### config.mk
export PLATFORM = sky130hd
export DESIGN_NAME = dcsr_ctrl
export DESIGN_NICKNAME = d
export VERILOG_FILES = /design/src/rtl/core/dcsr_pkg.sv /design/src/rtl/core/dcsr_ctrl.sv
export VERILOG_INCLUDE_DIRS = /design/src /design/src/rtl/core
export SDC_FILE = /design/constraint.sdc
export NUM_CORES = 1
export LEC_CHECK = 0
export BUFFER_PORTS_ARGS = -buffer_cell sky130_fd_sc_hd__buf_4
export CORE_AREA = 5 5 42 44
export CTS_CLUSTER_SIZE = 8
export DETAILED_ROUTE_END_ITERATION = 8
export DIE_AREA = 0 0 47 49
export GPL_TIMING_DRIVEN = 0
export PLACE_DENSITY = 0.31
export SYNTH_ARGS = -nofsm -noshare
export SYNTH_HDL_FRONTEND = slang
export SYNTH_SLANG_ARGS = --single-unit
### constraint.sdc
create_clock -name clk -period 0.9 [get_ports clk]
set_input_delay 0.18 -clock clk [delete_from_list [all_inputs] [get_ports clk]]
set_output_delay 0.18 -clock clk [all_outputs]
set_load 0.01 [all_outputs]
### src/rtl/core/dual_channel_sample_ring_unit_macros.svh
// Assertion helpers for the sample ring. Both expect clk and rst_n in scope.
`ifndef DUAL_CHANNEL_SAMPLE_RING_UNIT_MACROS_SVH
`define DUAL_CHANNEL_SAMPLE_RING_UNIT_MACROS_SVH

`ifndef SYNTHESIS
// Same-cycle implication.
`define DCSR_ASSERT_NOW(lbl, ante, cons) \
  lbl: assert property (@(posedge clk) disable iff (!rst_n) (ante) |-> (cons)) \
    else $error("dcsr check failed");
// Next-cycle implication.
`define DCSR_ASSERT_NEXT(lbl, ante, cons) \
  lbl: assert property (@(posedge clk) disable iff (!rst_n) (ante) |=> (cons)) \
    else $error("dcsr check failed");
`else
`define DCSR_ASSERT_NOW(lbl, ante, cons)
`define DCSR_ASSERT_NEXT(lbl, ante, cons)
`endif

`endif

### src/rtl/core/dcsr_pkg.sv
`timescale 1ns / 1ps
package dcsr_pkg;

  localparam int RING_SIZE_DEF = 32;
  localparam int BYTE_W        = 8;
  localparam int OP_W          = 2;
  localparam int SAMPLE_W      = 18;
  localparam int OCC_W         = 5;

  localparam logic [3*BYTE_W-1:0] SAMPLE_MASK = 24'h3FFFF;

  typedef enum logic [OP_W-1:0] {
    OP_PUSH  = 2'd0,
    OP_POP   = 2'd1,
    OP_CLEAR = 2'd2,
    OP_NOP   = 2'd3
  } opcode_t;

  typedef enum logic [1:0] {
    ST_IDLE,
    ST_READ,
    ST_SEND
  } state_t;

  // controller -> datapath
  typedef struct packed {
    logic exec;      // apply the accepted op to pointers and ring
    logic rd_en;     // fetch the entry at the read pointer
    logic out_load;  // capture the result beat
  } ctrl_cmd_t;

  // big-endian 24-bit word, low 18 bits kept
  function automatic logic [SAMPLE_W-1:0] word18(input logic [BYTE_W-1:0] hi,
                                                 input logic [BYTE_W-1:0] mid,
                                                 input logic [BYTE_W-1:0] lo);
    logic [3*BYTE_W-1:0] w;
    w = {hi, mid, lo} & SAMPLE_MASK;
    return w[SAMPLE_W-1:0];
  endfunction

endpackage

### src/rtl/core/dcsr_ctrl.sv
`timescale 1ns / 1ps
`include "dual_channel_sample_ring_unit_macros.svh"
module dcsr_ctrl
  import dcsr_pkg::*;
(
  input  logic      clk,
  input  logic      rst_n,
  input  logic      in_valid,
  output logic      in_ready,
  output logic      out_valid,
  input  logic      out_ready,
  output ctrl_cmd_t cmd
);

  state_t state_r, state_nxt;
  logic   out_valid_r, out_valid_nxt;

  always_ff @(posedge clk) begin
    if (!rst_n) begin
      state_r     <= ST_IDLE;
      out_valid_r <= 1'b0;
    end else begin
      state_r     <= state_nxt;
      out_valid_r <= out_valid_nxt;
    end
  end

  always_comb begin
    state_nxt = state_r;
    cmd       = '0;
    in_ready  = 1'b0;
    unique case (state_r)
      ST_IDLE: begin
        in_ready = 1'b1;
        if (in_valid) begin
          cmd.exec  = 1'b1;
          state_nxt = ST_READ;
        end
      end
      ST_READ: begin
        cmd.rd_en = 1'b1;
        state_nxt = ST_SEND;
      end
      ST_SEND: begin
        // wait until the output register is free
        if (!out_valid_r || out_ready) begin
          cmd.out_load = 1'b1;
          state_nxt    = ST_IDLE;
        end
      end
      default: state_nxt = ST_IDLE;
    endcase
    out_valid_nxt = (out_valid_r && !out_ready) || cmd.out_load;
  end

  assign out_valid = out_valid_r;

  `DCSR_ASSERT_NEXT(a_accept_then_read, in_valid && in_ready, cmd.rd_en)
  `DCSR_ASSERT_NOW(a_no_result_overwrite, cmd.out_load, !(out_valid_r && !out_ready))
  `DCSR_ASSERT_NEXT(a_load_shows_beat, cmd.out_load, out_valid)

endmodule

==> flow_summary.yaml <==
outcome:
  status: "finished, violations left"
  violations: "negative setup slack"
worst_setup_path:
  crit_type: "reg2out"
  cp_data_arrival_time_ns: 0.93
  r2r.worst_path.cells: 2
  start_kind: "flip-flop"
  required_ns: 0.72
  crit_fanout: 5
  end_kind: "output pin"
placed_design:
  dpl.hpwl_um: 289
  pre_cts_ws_ns: -0.0238
  port_buffers: 8
  gp_congestion: 0.675
route:
  drt_iter0_drc: 0
  route.vias.total: 137
  drc: 0
  firstDrtPassIters: 1
  wl_per_cell_um: 9.41
  ant_nets: 0
  via_per_inst: 3.34
  wl_um: 386
clock_network:
  htreeDepth: 1
  clockBufferDepth: 2
  cts-root-buf: "clkbuf_4"
  cts.sinks: 3
  cts_buffers: 3
  clkLatencyLatePin_ns: 0.23
  cts.clk_slew.worst_paths_ns: 0.03
  cts_tree: "built"
job:
  max_cap_viol_count: 0
pwr:
  pwr-share-comb: 0.151
  pwr-share-seq: 0.334
  p_leak_nw: 0.116
  intPower_mw: 0.349
  power_mw: 0.444
  power_frac_clock: 0.516
  sw_frac_of_total: 0.215
  power_switching_mw: 0.0954
  power_density_mw_per_mm2: 1680
  ir_drop_v: 0.000455
floorplanning:
  core_area_mm2: 0.00140
  chipWidth_um: 47
  io_pins: 9
  start_util: 0.0991
  die_h_um: 49
  rows: 14
  fp.dieArea_mm2: 0.00230
sta:
  period_share: 1.24
  worstMarginPinSlew_ns: 0.161
  setup_slack_ns: -0.214
  worst_clock_skew_ns: 0.00244
  period_needed_ns: 1.11
  final_hold_viol_count: 0
  grt_setup_unrepaired: "true"
  setup_violations: 4
  drv_slew: 0
  timing.fmax_ghz: 0.898
  slew_headroom: 0.892
  fin_tns_setup_ns: -0.721
worst_hold_path:
  min_path_type: "in2reg"
  hold_depth: 2
synth:
  synth_top_family_by_area: "simple AND/OR/NAND/NOR gates"
  syn_avg_cell_area_um2: 10.7
  ys_ff_latch: 3
  synth_fa_ha_area_frac: 0
  yosys_warnings: 0
  syn_nets: 17
  synth-compound-area-share: 0.108
  synth-xor-area-share: 0
  synth-simple-area-share: 0.459
  synth.distinct_cells: 10
  syn_area_um2: 139
  synth_mux_area_frac: 0
  syn_inst: 13
  ys_seq_area_frac: 0.432
cells_and_area:
  fin_util: 0.189
  fin_nets: 30
  area_growth_pct: 91.0
  drive_gt1_frac: 0.720
  antennaDiodeCount: 0
grt:
  grt_pass1_vias: 169
  grt_usage: 0.0429
  grt-ovfl-total: 0
  grt_pass1_wl_um: 676
  grt_max_degree: 6
  antenna_found_initial: 0
[final timing paths]
kind	from	end	slack, ns
max	state_r[1]	cmd[1]	-0.21
max reg2reg	state_r[1]	state_r[1]	0.05
min reg2reg	out_valid	out_valid	0.52
min	rst_n	state_r[1]	0.18
[synth_stat cells]
library cell	n	area share
a21boi_0	1	0.054
and2_1	1	0.045
and2b_4	1	0.072
and4bb_1	1	0.090
dfxtp_1	3	0.43
nand2b_1	2	0.090
nor2_1	1	0.027
nor2b_1	1	0.045
nor3b_2	1	0.090
o21a_1	1	0.054
[layout make-up]
class / instances / area (um2)
multi-input cells: 10 / 88.8
repair buffers: 8 / 63.8
flip-flops and latches: 3 / 66.3
fillers: 170 / 1140
clock buffers: 4 / 26.3
well taps: 16 / 20.0
[per-stage QoR]
| stage | hold WS [ns] | cell area [um2] | std cells |
|---|---|---|---|
| 6_report | 0.177 | 265 | 41 |
| 5_1_grt | 0.181 | 265 | 41 |
| 4_1_cts | 0.174 | 262 | 41 |
| 3_5_place_dp | 0.415 | 219 | 37 |
| 3_3_place_gp | 0.410 | 219 | 37 |
| 2_1_floorplan | 0.297 | 139 | 13 |
[logic make-up after synthesis]
kind of cell | count (synthesis)
simple gates | 8
flops | 3
compound gates | 2
[routing by layer]
layer / routed length, um / vias to the layer above / share of wire / GRT usage
met1: 183 / 60 / 0.47 / 0.0439
met3: 63 / 0 / 0.16 / 0.0517
met4: 0 / 0 / 0 / 0.0138
met2: 139 / 9 / 0.36 / 0.0543
li1: - / 68 / - / -
met5: 0 / - / 0 / 0
[placed cells by master (no fill, tap or decap), drive strengths merged]
cell	count
o21a	1
and4bb	1
buf	8
and2b	1
a21boi	1
and2	1
nor3b	1
nor2	1
dfxtp	3
nor2b	1
clkbuf	4
nand2b	2
[critical path, stage by stage, from the launching register on]
cell     delay [ns]
dfxtp_4        0.36
and2b_4        0.26
buf_6          0.10
[power groups by stage]
| stage | clock network [mW] | registers [mW] | logic (mW) |
|---|---|---|---|
| after CTS | 0.241 | 0.148 | 0.0672 |
| after global routing | 0.255 | 0.150 | 0.0730 |
| after detailed placement | 0 | 0.149 | 0.0617 |
| after global placement | 0 | 0.149 | 0.0614 |
| after floorplan | 0 | 0.148 | 0.0271 |
| final | 0.229 | 0.148 | 0.0670 |
[what timing repair did]
action,CTS,global route
resized for setup,5,2
cloned,0,0
pin swaps,1,0
hold buffers,0,0
buffers inserted,0,0
endpoints found under the setup margin,4,5
[registers in the layout, summed over array words and instances (netlist names)]
signal     cells
out_valid      1
state_r        2
Power figures use the tool's default switching activity.
