<file path="src/rtl/core/dual_channel_sample_ring_unit_macros.svh">
// Assertion helpers for the sample ring. Both expect clk and rst_n in scope.
`ifndef DUAL_CHANNEL_SAMPLE_RING_UNIT_MACROS_SVH
`define DUAL_CHANNEL_SAMPLE_RING_UNIT_MACROS_SVH

`ifndef SYNTHESIS
// Same-cycle implication.
`define DCSR_ASSERT_NOW(lbl, ante, cons) \
  lbl: assert property (@(posedge clk) disable iff (!rst_n) (ante) |-> (cons)) \
    else $error("dcsr check failed");
// Next-cycle implication.
`define DCSR_ASSERT_NEXT(lbl, ante, cons) \
  lbl: assert property (@(posedge clk) disable iff (!rst_n) (ante) |=> (cons)) \
    else $error("dcsr check failed");
`else
`define DCSR_ASSERT_NOW(lbl, ante, cons)
`define DCSR_ASSERT_NEXT(lbl, ante, cons)
`endif

`endif

</file>
<file path="src/rtl/core/dcsr_pkg.sv">
`timescale 1ns / 1ps
package dcsr_pkg;

  localparam int RING_SIZE_DEF = 32;
  localparam int BYTE_W        = 8;
  localparam int OP_W          = 2;
  localparam int SAMPLE_W      = 18;
  localparam int OCC_W         = 5;

  localparam logic [3*BYTE_W-1:0] SAMPLE_MASK = 24'h3FFFF;

  typedef enum logic [OP_W-1:0] {
    OP_PUSH  = 2'd0,
    OP_POP   = 2'd1,
    OP_CLEAR = 2'd2,
    OP_NOP   = 2'd3
  } opcode_t;

  typedef enum logic [1:0] {
    ST_IDLE,
    ST_READ,
    ST_SEND
  } state_t;

  // controller -> datapath
  typedef struct packed {
    logic exec;      // apply the accepted op to pointers and ring
    logic rd_en;     // fetch the entry at the read pointer
    logic out_load;  // capture the result beat
  } ctrl_cmd_t;

  // big-endian 24-bit word, low 18 bits kept
  function automatic logic [SAMPLE_W-1:0] word18(input logic [BYTE_W-1:0] hi,
                                                 input logic [BYTE_W-1:0] mid,
                                                 input logic [BYTE_W-1:0] lo);
    logic [3*BYTE_W-1:0] w;
    w = {hi, mid, lo} & SAMPLE_MASK;
    return w[SAMPLE_W-1:0];
  endfunction

endpackage

</file>
<file path="src/rtl/core/dcsr_dp.sv">
`timescale 1ns / 1ps
module dcsr_dp
  import dcsr_pkg::*;
#(
  parameter int RING_SIZE = RING_SIZE_DEF
) (
  input  logic                clk,
  input  logic                rst_n,
  input  logic                cfg_we,
  input  logic                cfg_wdata,
  input  ctrl_cmd_t           cmd,
  input  logic [OP_W-1:0]     in_opcode,
  input  logic [BYTE_W-1:0]   in_byte_0,
  input  logic [BYTE_W-1:0]   in_byte_1,
  input  logic [BYTE_W-1:0]   in_byte_2,
  input  logic [BYTE_W-1:0]   in_byte_3,
  input  logic [BYTE_W-1:0]   in_byte_4,
  input  logic [BYTE_W-1:0]   in_byte_5,
  output logic [SAMPLE_W-1:0] out_oldest_red,
  output logic [SAMPLE_W-1:0] out_oldest_ir,
  output logic [OCC_W-1:0]    out_occupancy
);

  localparam int IDX_W  = $clog2(RING_SIZE);
  localparam int DIFF_W = IDX_W + 1;
  localparam int CNT_W  = $clog2(RING_SIZE + 1);
  localparam logic [IDX_W-1:0]  LAST_IDX = IDX_W'(RING_SIZE - 1);
  localparam logic [DIFF_W-1:0] RING_LEN = DIFF_W'(RING_SIZE);

  function automatic logic [IDX_W-1:0] wrap_inc(input logic [IDX_W-1:0] i);
    return (i == LAST_IDX) ? '0 : i + IDX_W'(1);
  endfunction

  logic                  two_ch_r;
  logic [IDX_W-1:0]      wr_idx_r, wr_idx_nxt;
  logic [IDX_W-1:0]      rd_idx_r, rd_idx_nxt;
  logic [CNT_W-1:0]      fill_cnt_r, fill_cnt_nxt;
  logic [2*SAMPLE_W-1:0] ring_mem [RING_SIZE];
  logic [2*SAMPLE_W-1:0] mem_rd_r;
  logic                  rd_hit_r;
  logic [SAMPLE_W-1:0]   push_red, push_ir;
  logic                  do_push;
  logic [DIFF_W-1:0]     occ_diff;
  logic [SAMPLE_W-1:0]   oldest_red_r, oldest_ir_r;
  logic [OCC_W-1:0]      occupancy_r;
  opcode_t               op;

  always_ff @(posedge clk) begin
    if (!rst_n) begin
      two_ch_r <= 1'b0;
    end else if (cfg_we) begin
      two_ch_r <= cfg_wdata;
    end
  end

  assign op       = opcode_t'(in_opcode);
  assign push_red = word18(in_byte_0, in_byte_1, in_byte_2);
  assign push_ir  = two_ch_r ? word18(in_byte_3, in_byte_4, in_byte_5) : '0;
  assign do_push  = cmd.exec && (op == OP_PUSH);

  always_comb begin
    wr_idx_nxt   = wr_idx_r;
    rd_idx_nxt   = rd_idx_r;
    fill_cnt_nxt = fill_cnt_r;
    if (cmd.exec) begin
      unique case (op)
        OP_PUSH: begin
          wr_idx_nxt = wrap_inc(wr_idx_r);
          if (wrap_inc(wr_idx_r) == rd_idx_r) begin
            rd_idx_nxt = wrap_inc(rd_idx_r);  // full: drop oldest
          end
          // entries ever written form a prefix of the ring
          if (CNT_W'(wr_idx_r) == fill_cnt_r) begin
            fill_cnt_nxt = fill_cnt_r + CNT_W'(1);
          end
        end
        OP_POP: begin
          if (wr_idx_r != rd_idx_r) begin
            rd_idx_nxt = wrap_inc(rd_idx_r);
          end
        end
        OP_CLEAR: begin
          wr_idx_nxt = '0;
          rd_idx_nxt = '0;
        end
        OP_NOP: ;
        default: ;
      endcase
    end
  end

  always_ff @(posedge clk) begin
    if (!rst_n) begin
      wr_idx_r   <= '0;
      rd_idx_r   <= '0;
      fill_cnt_r <= '0;
    end else begin
      wr_idx_r   <= wr_idx_nxt;
      rd_idx_r   <= rd_idx_nxt;
      fill_cnt_r <= fill_cnt_nxt;
    end
  end

  always_ff @(posedge clk) begin
    if (do_push) begin
      ring_mem[wr_idx_r] <= {push_red, push_ir};
    end
  end

  always_ff @(posedge clk) begin
    if (cmd.rd_en) begin
      mem_rd_r <= ring_mem[rd_idx_r];
      rd_hit_r <= CNT_W'(rd_idx_r) < fill_cnt_r;
    end
  end

  always_comb begin
    occ_diff = {1'b0, wr_idx_r} - {1'b0, rd_idx_r};
    if (wr_idx_r < rd_idx_r) begin
      occ_diff = occ_diff + RING_LEN;
    end
  end

  always_ff @(posedge clk) begin
    if (cmd.out_load) begin
      oldest_red_r <= rd_hit_r ? mem_rd_r[2*SAMPLE_W-1:SAMPLE_W] : '0;
      oldest_ir_r  <= rd_hit_r ? mem_rd_r[SAMPLE_W-1:0] : '0;
      occupancy_r  <= OCC_W'(occ_diff);
    end
  end

  assign out_oldest_red = oldest_red_r;
  assign out_oldest_ir  = oldest_ir_r;
  assign out_occupancy  = occupancy_r;

endmodule
</file>
<file path="config.mk">
export PLATFORM = sky130hd
export DESIGN_NAME = dcsr_dp
export DESIGN_NICKNAME = d
export VERILOG_FILES = /design/src/rtl/core/dual_channel_sample_ring_unit_macros.svh /design/src/rtl/core/dcsr_pkg.sv /design/src/rtl/core/dcsr_dp.sv
export SDC_FILE = /design/constraint.sdc
export NUM_CORES = 1
export LEC_CHECK = 0
export BUFFER_PORTS_ARGS = -buffer_cell sky130_fd_sc_hd__buf_2
export CAP_MARGIN = 0
export CORE_MARGIN = 8
export CORE_UTILIZATION = 56
export DETAILED_ROUTE_END_ITERATION = 10
export GPL_ROUTABILITY_DRIVEN = 0
export HOLD_SLACK_MARGIN = 0.15
export PLACE_DENSITY = 0.77
export RECOVER_POWER = 50
export SLEW_MARGIN = 20
export SYNTH_ARGS = -nofsm -noshare
export SYNTH_HDL_FRONTEND = slang
export SYNTH_SLANG_ARGS = --single-unit
</file>
<file path="constraint.sdc">
create_clock -name clk -period 3.06 [get_ports clk]
set_clock_uncertainty 0.15 [all_clocks]
set_input_delay 0.306 -clock clk [delete_from_list [all_inputs] [get_ports clk]]
set_output_delay 0.306 -clock clk [all_outputs]
set_load 0.1 [all_outputs]
</file>
==> parameters.txt <==
Parameter                              Value

Outcome
  Result of the run ... finished, violations left
  Violations in the final reports ... capacitance limit, slew limit

GRT
  Global-route wire length before repair ... around 170 mm
  Global Route Usage Sum ... 24.95%
  Number of antenna violations at the first check in global routing ... 1
  Congestion Overflow GR ... 0
  Number of global-route vias before repair ... roughly 24,000
  Largest net degree at the start of global routing ... 61

Layout
  Number of diodes ... 0
  Share of layout cells above drive strength 1 ... 32.42%
  Post-layout nets ... around 2,300
  Final instance count without filler cells ... around 3,500
  Area added between synthesis and finish ... 15.04%
  Leading cell type in the layout, fill and taps excluded ... sky130_fd_sc_hd__edfxtp_1
  Top library cells by usage in the layout, fill and taps aside ... sky130_fd_sc_hd__edfxtp_1 (1,230), sky130_fd_sc_hd__mux4_2 (360), sky130_fd_sc_hd__clkbuf_16 (117), sky130_fd_sc_hd__clkbuf_1 (93), sky130_fd_sc_hd__buf_4 (83)

Routing
  DRT antenna net count ... 0
  Final wirelength ... ~120 mm
  Count of vias placed by the detailed router ... approximately 23,000
  Iteration-0 DRC Markers ... 3,050
  Iteration count of the initial detailed-routing pass ... 8
  # DRC ... 0
  Number of vias per cell after detailed routing ... between 6 and 7
  Routed wire length per instance ... between 30 and 40 microns

Setup path
  Reg-to-reg slack, setup ... 70 ps
  Worst path slowest cell ... sky130_fd_sc_hd__clkbuf_1
  Delay of the slowest cell on the worst path ... roughly 1500 ps
  Number of buffer and inverter instances along the worst setup path ... 1
  Startpoint Class ... flop
  CP max FO ... 23
  Capture instance of the worst register-to-register path ... out_oldest_ir[17]
  Required time reported for the critical path endpoint ... approximately 3400 ps
  R2R Path Start ... rd_hit_r
  Largest delay share family, worst path ... buffers and inverters
  Kind of capture point of the worst setup path ... flop
  Ordered list of cells on the worst path ... clkbuf_1, and2_1
  Arrival time at the worst endpoint ... 3360 ps
  Number of logic stages on the critical path including buffering ... 2
  Count of cells along the worst register-to-register path ... 2
  Crit path kind ... flop to flop

Synth
  Mean instance size in the synthesized netlist ... around 24 sq um
  Number of enable-type register cells in the synthesized netlist ... between 1,000 and 1,500
  Unique masters post-synth ... 43
  FFs w/ async S/R, synth ... 0%
  Instance count of the mapped netlist ... roughly 2,000
  Number of nets produced by synthesis ... between 2,000 and 2,500
  Primary flip-flop cell chosen by synthesis mapping ... sky130_fd_sc_hd__edfxtp_1
  Sequential fraction of the synthesis area ... around four fifths
  Seq cells post-synth ... roughly 1,200
  Total number of yosys warnings ... 0
  Post-synth design cell area ... ~48,000 sq um

Timing
  Final hold violation count ... 0
  Clock period minus final worst setup slack ... approximately 3000 ps
  Setup violations, final ... 0
  Final max-slew violation count ... 358
  Ratio of final minimum period to clock period ... a little over nine tenths
  RSZ-0062 raised after global routing ... false
  Worst-case headroom to the max-slew limit ... -40.72%
  Transition time at the pin with the least slew margin ... 2111 ps
  Highest attainable clock frequency ... 334.8 MHz

Clock network
  CTS tree ... built
  Clk Tree Root Cell ... sky130_fd_sc_hd__clkbuf_16
  Clk slew on worst S/H paths ... around 60 ps
  Clock net sink count ... between 1,000 and 1,500
  TritonCTS Buffers ... around 120
  Number of setup buffers added after CTS ... 0
  Maximum count of clock buffers along a single path ... 3
  Clock latency at the later pin of the worst-skew pair ... 710 ps
  H-tree Lvls ... 3

Power
  Total design power ... 35.11 mW
  Power density normalized to cell area ... about 640 nW/um^2
  Leakage dissipation ... between 15 and 20 nW
  Largest voltage drop on the vdd net ... around 0.51 mV

Die
  Die outline area ... ~95,000 sq um
  Die height ... about 300 microns
  Placeable Area ... 84,880 sq um
  IO Count ... between 90 and 100
  Count of standard-cell rows ... 107
  Effective utilization at floorplan ... a little under three fifths
  Horiz. Die Dim ... between 300 and 400 microns

Placed design
  # port buffers ... 85
  Placed cell count ... approximately 3,200
  Post-DP HPWL ... approximately 60 mm

Min path
  Class of the tightest hold or removal check ... primary input to flop
  Hold path startpoint ... rst_n
  Worst hold path endpoint ... fill_cnt_r[5]
  Depth of the worst hold-timing path ... 3

Run
  Max capacitance violation total ... 12
==> where the power goes <==
group / switching, mW / total (mW) / internal [mW]
sequential: 0.0557 / 18.9 / 18.8
clock: 6.31 / 14.5 / 8.17
combinational: 1.02 / 1.73 / 0.716
==> area by class of cell <==
type / count / area, sq um
inverters: 14 / 57.56
clock buffers: 146 / 3037
flip-flops and latches: 1247 / 37290
repair buffers: 245 / 2140
multi-input cells: 617 / 10180
fillers: 5177 / 29960
clock inverters: 72 / 782.0
well taps: 1144 / 1431
==> synth_stat cells, types with 2 or more instances <==
master                     number  area share (%)
sky130_fd_sc_hd__o21ai_0        2           0.021
sky130_fd_sc_hd__nor2_1        45            0.35
sky130_fd_sc_hd__xnor2_1       12            0.22
sky130_fd_sc_hd__nand4_1        5           0.066
sky130_fd_sc_hd__nor2b_1        3           0.039
sky130_fd_sc_hd__o31ai_1        2           0.031
sky130_fd_sc_hd__a21oi_1        9           0.094
sky130_fd_sc_hd__xor2_1         5           0.092
sky130_fd_sc_hd__clkbuf_1      45            0.35
sky130_fd_sc_hd__or3b_2         3           0.055
sky130_fd_sc_hd__nor3_1         5           0.052
sky130_fd_sc_hd__mux4_2       360              17
sky130_fd_sc_hd__nand2b_1       7           0.092
sky130_fd_sc_hd__edfxtp_1    1230              77
sky130_fd_sc_hd__nand2_1       12           0.094
sky130_fd_sc_hd__buf_4          7            0.11
sky130_fd_sc_hd__dfxtp_1       17            0.71
sky130_fd_sc_hd__and2_1        55            0.72
sky130_fd_sc_hd__mux2_2        36            0.85
sky130_fd_sc_hd__inv_1         14            0.11
sky130_fd_sc_hd__nand3b_1       5           0.079
sky130_fd_sc_hd__buf_1         20            0.16
sky130_fd_sc_hd__nand3_1        7           0.073
sky130_fd_sc_hd__and3_1         2           0.026
sky130_fd_sc_hd__mux2i_1        6            0.13
sky130_fd_sc_hd__a31o_2         2           0.037
sky130_fd_sc_hd__a21o_1         5           0.079
sky130_fd_sc_hd__buf_2         23            0.24
sky130_fd_sc_hd__buf_6          4           0.094
sky130_fd_sc_hd__ha_1          16            0.42
==> flip-flops by register name, indices dropped and copies added, names as in the netlist <==
name	flops
out_oldest_ir	18
wr_idx_r	5
ring_mem	1152
two_ch_r	1
rd_idx_r	5
fill_cnt_r	6
out_occupancy	5
mem_rd_r	36
rd_hit_r	1
out_oldest_red	18
==> how the worst max path moves through the flow <==
stage	start	end
after detailed placement	wr_idx_r[0]	rd_idx_r[1]
after global placement	wr_idx_r[0]	rd_idx_r[4]
final	rd_hit_r	out_oldest_ir[17]
after floorplan	wr_idx_r[4]	ring_mem[18][0]
after global routing	rd_hit_r	out_oldest_ir[17]
after CTS	wr_idx_r[0]	rd_idx_r[1]
==> metrics by stage <==
step                setup TNS [ps]  hold WS [ps]  cell area (sq um)  utilization [%]  setup WS [ps]
global placement                 0         328.6              50950            60.03          283.0
finish                           0         355.4              54920            64.70          72.74
detailed placement               0         351.0              50950            60.03          140.6
global route                     0         379.5              54920            64.70          29.56
CTS                              0         268.4              55050            64.86          125.0
floorplan                  -122730         254.9              47740                -         -188.3
==> worst reg2reg max path: cells and delay by family (launching register included) <==
kind	cells	cell delay, ps
buffers and inverters	1	1510
DFF	1	750
and+or+nand+nor	1	420
==> per-layer routing <==
layer | vias to the layer above | routed length (microns) | GRT usage [%]
met5 | - | 0 | 0
met4 | 0 | 3710 | 8.279
met3 | 265 | 12330 | 4.985
met2 | 1637 | 60430 | 42.52
met1 | 12200 | 41680 | 32.44
li1 | 8951 | - | -
==> logic make-up (layout without fill, tap and decap cells) <==
| group | Yosys count | in the layout | synth area share, % |
|---|---|---|---|
| AOI/OAI and AO/OA | 24 | 24 | 0.3250 |
| xor gates and xnor gates | 17 | 17 | 0.3119 |
| adders and majority gates | 17 | 17 | 0.4613 |
| buffers and inverters | 113 | 477 | 1.067 |
| DFF | 1247 | 1247 | 78.08 |
| muxes | 402 | 402 | 17.96 |
| and+or+nand+nor | 157 | 157 | 1.795 |
==> timing repair <==
action | 4_1_cts | 5_1_grt
setup endpoints to repair | 0 | 3
hold buffers | 28 | 0
resized for setup | 0 | 1
endpoints found under the hold margin | 623 | 0
Power figures use the tool's default switching activity.
